<file path="src/design/bab_pkg.sv">
// Shared sizes, types and codes for the block allocation bitmap.
package bab_pkg;

    // Default sizes handed to the top level
    localparam int BAB_SLOTS        = 16;
    localparam int BAB_BITMAP_BYTES = 1024;

    // Bitmap storage word: blocks held per memory word
    localparam int WORD_BITS = 32;
    localparam int BIT_W     = 5;

    // Operation codes
    localparam logic [2:0] FN_TEST       = 3'd0;
    localparam logic [2:0] FN_SET        = 3'd1;
    localparam logic [2:0] FN_CLEAR      = 3'd2;
    localparam logic [2:0] FN_FIRST_USED = 3'd3;
    localparam logic [2:0] FN_NEXT_USED  = 3'd4;
    localparam logic [2:0] FN_FIRST_FREE = 3'd5;

    // Status codes
    localparam logic [1:0] STS_OK        = 2'd0;
    localparam logic [1:0] STS_BAD_DESC  = 2'd1;
    localparam logic [1:0] STS_BAD_BLOCK = 2'd2;
    localparam logic [1:0] STS_NOT_FOUND = 2'd3;

    // Request classes decided after capture
    localparam logic [1:0] K_IMM   = 2'd0;
    localparam logic [1:0] K_POINT = 2'd1;
    localparam logic [1:0] K_SCAN  = 2'd2;

    typedef struct packed {
        logic [2:0]  func;
        logic [3:0]  slot;
        logic [12:0] block;
    } t_req;

    typedef struct packed {
        logic [1:0]  status;
        logic [12:0] found_block;
        logic        bit_value;
        logic        dirty_flag;
    } t_rsp;

    // Controller to datapath
    typedef struct packed {
        logic cap;
        logic clr_en;
        logic imm;
        logic rd_first;
        logic point;
        logic scan;
        logic out_load;
    } t_cmd;

    // Datapath to controller
    typedef struct packed {
        logic       clr_last;
        logic [1:0] kind;
        logic       scan_hit;
        logic       scan_last;
        logic       out_free;
    } t_sts;

endpackage

</file>
<file path="src/design/bab_ctrl.sv">
// Controller: state machine sequencing clearing, decode, point access, scan and hand-over.
module bab_ctrl
    import bab_pkg::*;
(
    input  logic i_clk,
    input  logic i_rst_n,
    input  logic i_in_valid,
    output logic o_in_ready,
    input  t_sts i_sts,
    output t_cmd o_cmd
);

    localparam logic [2:0] S_CLEAR  = 3'd0;
    localparam logic [2:0] S_IDLE   = 3'd1;
    localparam logic [2:0] S_DECODE = 3'd2;
    localparam logic [2:0] S_POINT  = 3'd3;
    localparam logic [2:0] S_SCAN   = 3'd4;
    localparam logic [2:0] S_FINISH = 3'd5;

    logic [2:0] r_state;
    logic [2:0] n_state;

    // Next state and commands
    always_comb begin
        n_state = r_state;
        o_cmd   = '0;
        unique case (r_state)
            S_CLEAR: begin
                o_cmd.clr_en = 1'b1;
                if (i_sts.clr_last) begin
                    n_state = S_IDLE;
                end
            end
            S_IDLE: begin
                if (i_in_valid) begin
                    o_cmd.cap = 1'b1;
                    n_state   = S_DECODE;
                end
            end
            S_DECODE: begin
                if (i_sts.kind == K_POINT) begin
                    o_cmd.rd_first = 1'b1;
                    n_state        = S_POINT;
                end else if (i_sts.kind == K_SCAN) begin
                    o_cmd.rd_first = 1'b1;
                    n_state        = S_SCAN;
                end else begin
                    o_cmd.imm = 1'b1;
                    n_state   = S_FINISH;
                end
            end
            S_POINT: begin
                o_cmd.point = 1'b1;
                n_state     = S_FINISH;
            end
            S_SCAN: begin
                o_cmd.scan = 1'b1;
                if (i_sts.scan_hit || i_sts.scan_last) begin
                    n_state = S_FINISH;
                end
            end
            S_FINISH: begin
                if (i_sts.out_free) begin
                    o_cmd.out_load = 1'b1;
                    n_state        = S_IDLE;
                end
            end
            default: begin
                n_state = S_IDLE;
            end
        endcase
    end

    // Advance state; reset starts the clearing sweep
    always_ff @(posedge i_clk) begin
        if (!i_rst_n) begin
            r_state <= S_CLEAR;
        end else begin
            r_state <= n_state;
        end
    end

    assign o_in_ready = (r_state == S_IDLE);

    // An accepted request is decoded on the next cycle
    assert property (@(posedge i_clk) disable iff (!i_rst_n)
        (i_in_valid && o_in_ready) |=> (r_state == S_DECODE))
        else $error("accepted request not decoded");

    // A scan stops on a hit or at the end of the map
    assert property (@(posedge i_clk) disable iff (!i_rst_n)
        ((r_state == S_SCAN) && (i_sts.scan_hit || i_sts.scan_last)) |=>
        (r_state == S_FINISH))
        else $error("scan did not stop");

    // At most one command per cycle
    assert property (@(posedge i_clk) disable iff (!i_rst_n)
        $onehot0({o_cmd.cap, o_cmd.clr_en, o_cmd.imm, o_cmd.rd_first,
                  o_cmd.point, o_cmd.scan, o_cmd.out_load}))
        else $error("conflicting commands");

endmodule

</file>
<file path="config.mk">
export PLATFORM = sky130hd
export DESIGN_NAME = bab_ctrl
export DESIGN_NICKNAME = d
export VERILOG_FILES = /design/src/design/bab_pkg.sv /design/src/design/bab_ctrl.sv
export SDC_FILE = /design/constraint.sdc
export NUM_CORES = 1
export LEC_CHECK = 0
export ABC_AREA = 1
export ABC_CLOCK_PERIOD_IN_PS = 1040
export BUFFER_PORTS_ARGS = -buffer_cell sky130_fd_sc_hd__buf_4
export CAP_MARGIN = 25
export CORE_AREA = 5 5 42 44
export CTS_CLUSTER_DIAMETER = 120
export DETAILED_ROUTE_END_ITERATION = 8
export DIE_AREA = 0 0 47 49
export GPL_TIMING_DRIVEN = 0
export SYNTH_ARGS = -nofsm -noshare
export SYNTH_HDL_FRONTEND = slang
export SYNTH_SLANG_ARGS = --single-unit
</file>
<file path="constraint.sdc">
create_clock -name i_clk -period 1.04 [get_ports i_clk]
set_input_delay 0.208 -clock i_clk [delete_from_list [all_inputs] [get_ports i_clk]]
set_output_delay 0.208 -clock i_clk [all_outputs]
set_load 0.03 [all_outputs]
</file>
# Word level (Yosys, flattened, before mapping)
# Index checks and enable logic that the tools add are counted.
# totals
reg_bits	3
inputBits	9
out_inout_bits	8
wordCells	34
# classes
n_eq_ne	11
muxes	19
reduce_logical	3
# ops
cell	count
3-bit one-hot mux with 6 select lines	1
3-bit two-way mux	5
1-bit two-way mux	12
2-bit != test, second input constant	4
3-bit by 2-bit == test with 1-bit output, second input constant	2
3-bit == test, second input constant	2
4-bit AND reduction	1
3-bit by 1-bit == test with 1-bit output, second input constant	1
3-bit zero test	1
2-bit by 1-bit == test with 1-bit output, second input constant	1
2-bit == test, second input constant	1
2-bit two-way mux	1
1-bit logical OR	1

# Depth between registers and ports, before layout
# logic_depth
ltp_word	4
depth_mapped	6
mapped_depth_nobuf	6

# Least setup slack after synthesis
# No wires, ideal clock.
# synth_path
kind	reg-to-output
start	register r_state[0]
end	output port o_cmd[0] (netlist bit)
arrival_time_ps	1441
required_ps	832
setup_slack_ps	-609
stages_incl_launch_ff	3
n_path_buf	0
path_cell_list	dfxtp_1 inv_1 nor4_1
# synth_rtl
item	line	source
start, declared	bab_ctrl.sv:20	logic [2:0] r_state;
start signal, assigned	bab_ctrl.sv:79	r_state <= n_state;
end, declared	bab_ctrl.sv:10	output t_cmd o_cmd

==> metrics.txt <==
drt drc=0; overall routing resource usage=0.0788; cts bufs inserted=3; Rows=14; grt ovf=0; RR Startpoint=r_state[0]$_SDFFE_PN0P_; Worst Path Required=0.83 ns; IO Port Bufs=16; worst ir drop on vdd=759 uV; H-tree depth=1; critical path type=reg -> out; CP peak stage delay=0.36 ns; first-pass GRT wire length=1330 um; routed vias/inst=4.26; LEAKAGE=0.300 nW; CTS tree=yes; Cell Area, Placed=~480 sq um; antenna violations before repair=0; vias=375; Netlist cell types=14; Netlist Area Pre-Place=~280 sq um; Worst-Margin Slew=about 0.19 ns; Initial Utilization=0.200; Yosys reg bits=3; post-route cell area=609 sq um; DIE HEIGHT=49 um; area grow syn2layout=117%; hold wc startpoint=i_rst_n; vias in the first global route=357; core area=~0.0014 sq mm; final period utilization=1.23; cell family with most CP delay=flip-flops; final setup violation count=9; Final Critical Period=1.28 ns; Max-cap violations=0; worst hold path stage count=3; Clock transition at path regs=0.04 ns; worst min path class=in -> reg; Layout Skew=0.00197 ns; worst-path maximum fanout=6; Detail Route Antenna Nets=0; Final nets=84; max FFs per register=3; Critical Path Source Type=flip-flop; post-synthesis sequential area ratio=0.214; Worst R2R Path Depth=6; Die Span X=47 um; RSZ-0062 raised after global routing=yes; CTS Sinks=3; WP buf/inv=2; final hold slack=0.208 ns; share of cells above drive strength 1=0.611; Relative slew margins=0.875; DR iter-0 viols=9; dpl hpwl=601 um; CP max stage cell=dfxtp_4; Setup crit end kind=output pin; P per Cell Area=about 2200 mW/mm^2; terminus of the critical flop-to-flop path=r_state[1]$_SDFFE_PN0P_; clk buf depth=2; Hold Path End=r_state[1]$_SDFFE_PN0P_; Worst-Skew Late Latency=0.23 ns; largest net degree at the start of global routing=7; Setup TNS=-1.62 ns; Largest regs=r_state: 3 flops; failing checks=setup timing; final worst-path setup slack=-0.238 ns; critical path, cell by cell=inv_6, nor4_4, buf_4; Syn Area/Cell=5.84 sq um; net count after synthesis=59; Root Driver=clkbuf_4; drt first pass iters=3; Largest Register=r_state; drt wl/cell=10.0 um; Crit path depth=3; placement-stage worst setup slack=-0.166 ns; synth warn=0; Max Fclk=782 MHz; WL final=881 um; flop2flop setup slack=-0.04 ns; # IOs=17; Slew Viols, Final=0; Total Die Area=around 0.0023 sq mm; outcome=finished with violations; cells after synthesis=48; Worst Path Arrival=1.07 ns; Final Hold Fails=0; Tot Pwr=1.33 mW; Ant. Diodes=0; GPL Wtd Cong=0.741
-- where the power goes --
group	internal (mW)	switching [mW]	total, mW
registers	0.174	0.0867	0.260
clock network	0.144	0.0564	0.200
logic	0.363	0.508	0.871
total	0.680	0.651	1.33
-- how the worst max path moves through the flow --
stage | start | endpoint | slack (ns)
after floorplan | r_state[2]$_SDFFE_PN0P_ | o_cmd[0] | -0.05
after global placement | i_sts[3] | o_cmd[4] | -0.15
after detailed placement | i_sts[3] | o_cmd[4] | -0.17
after CTS | r_state[2]$_SDFFE_PN0P_ | o_cmd[0] | -0.25
after global routing | r_state[1]$_SDFFE_PN0P_ | o_cmd[1] | -0.29
final | r_state[2]$_SDFFE_PN0P_ | o_cmd[0] | -0.24
-- cells in the final DEF, fill, tap and decap left out --
cell type,synthesis,routed
nand3_4,0,1
nand3_2,0,1
nor2_2,2,2
o21ai_2,0,1
nor2_1,8,3
nor4_4,0,1
nand4_1,2,2
inv_1,12,10
inv_2,1,1
a21oi_1,2,2
clkbuf_1,0,1
buf_4,0,15
nand2_1,5,3
nand3b_4,0,1
ha_1,2,2
clkbuf_4,0,3
buf_6,0,5
nand2_2,0,2
dfxtp_4,0,3
o21ai_1,0,1
nand3_1,5,3
inv_6,0,2
o21ai_0,3,1
nor2_4,0,5
nor3_2,0,1
-- final cells by class --
class                      instances  area (sq um)
fill                             161           792
multi-input combinational         32           264
tap                               16          20.0
timing repair buffer              20           169
inverter                          13          58.8
sequential                         3          71.3
clock buffer                       4          26.3
-- synthesized netlist by cell type (all sizes together) --
| cell | n | area share |
|---|---|---|
| ha | 2 | 0.089 |
| nor3 | 1 | 0.018 |
| nand3b | 1 | 0.040 |
| a21oi | 2 | 0.036 |
| nor4 | 1 | 0.022 |
| dfxtp | 3 | 0.21 |
| nand4 | 2 | 0.045 |
| inv | 13 | 0.17 |
| nand3 | 5 | 0.089 |
| o21ai | 3 | 0.054 |
| nor2 | 10 | 0.15 |
| nand2 | 5 | 0.067 |
-- cell families after synthesis --
kind of cell             Yosys count  synth area share
flip-flops                         3             0.214
adder cells (fa/ha/maj)            2            0.0893
AO/OA/AOI/OAI                      5            0.0893
AND/OR/NAND/NOR                   25             0.433
buffers and inverters             13             0.174
-- worst min-delay path, delay by kind of cell --
| kind | cells | cell delay (ns) |
|---|---|---|
| buffers and inverters | 2 | 0.17 |
| AND/OR/NAND/NOR | 1 | 0.03 |
-- per-layer routing --
metal / track usage / vias to the layer above / wire (um)
met5: 0 / - / 0
met4: 0.0553 / 0 / 0
met3: 0.0185 / 0 / 61
met2: 0.122 / 10 / 510
met1: 0.0897 / 168 / 310
li1: - / 197 / -
-- timing repair --
item | CTS | global route
hold endpoints to repair | 0 | 0
buffers inserted | 4 | 1
hold buffers | 0 | 0
setup endpoints to repair | 11 | 11
gates resized for setup | 13 | 11
pin swaps | 3 | 7
-- stage by stage --
stage,cells,util
after floorplan,48,-
after global placement,80,0.341
after detailed placement,80,0.341
after CTS,88,0.412
after global routing,88,0.435
final,88,0.435
Note: power is estimated with default switching activity, not from simulation.
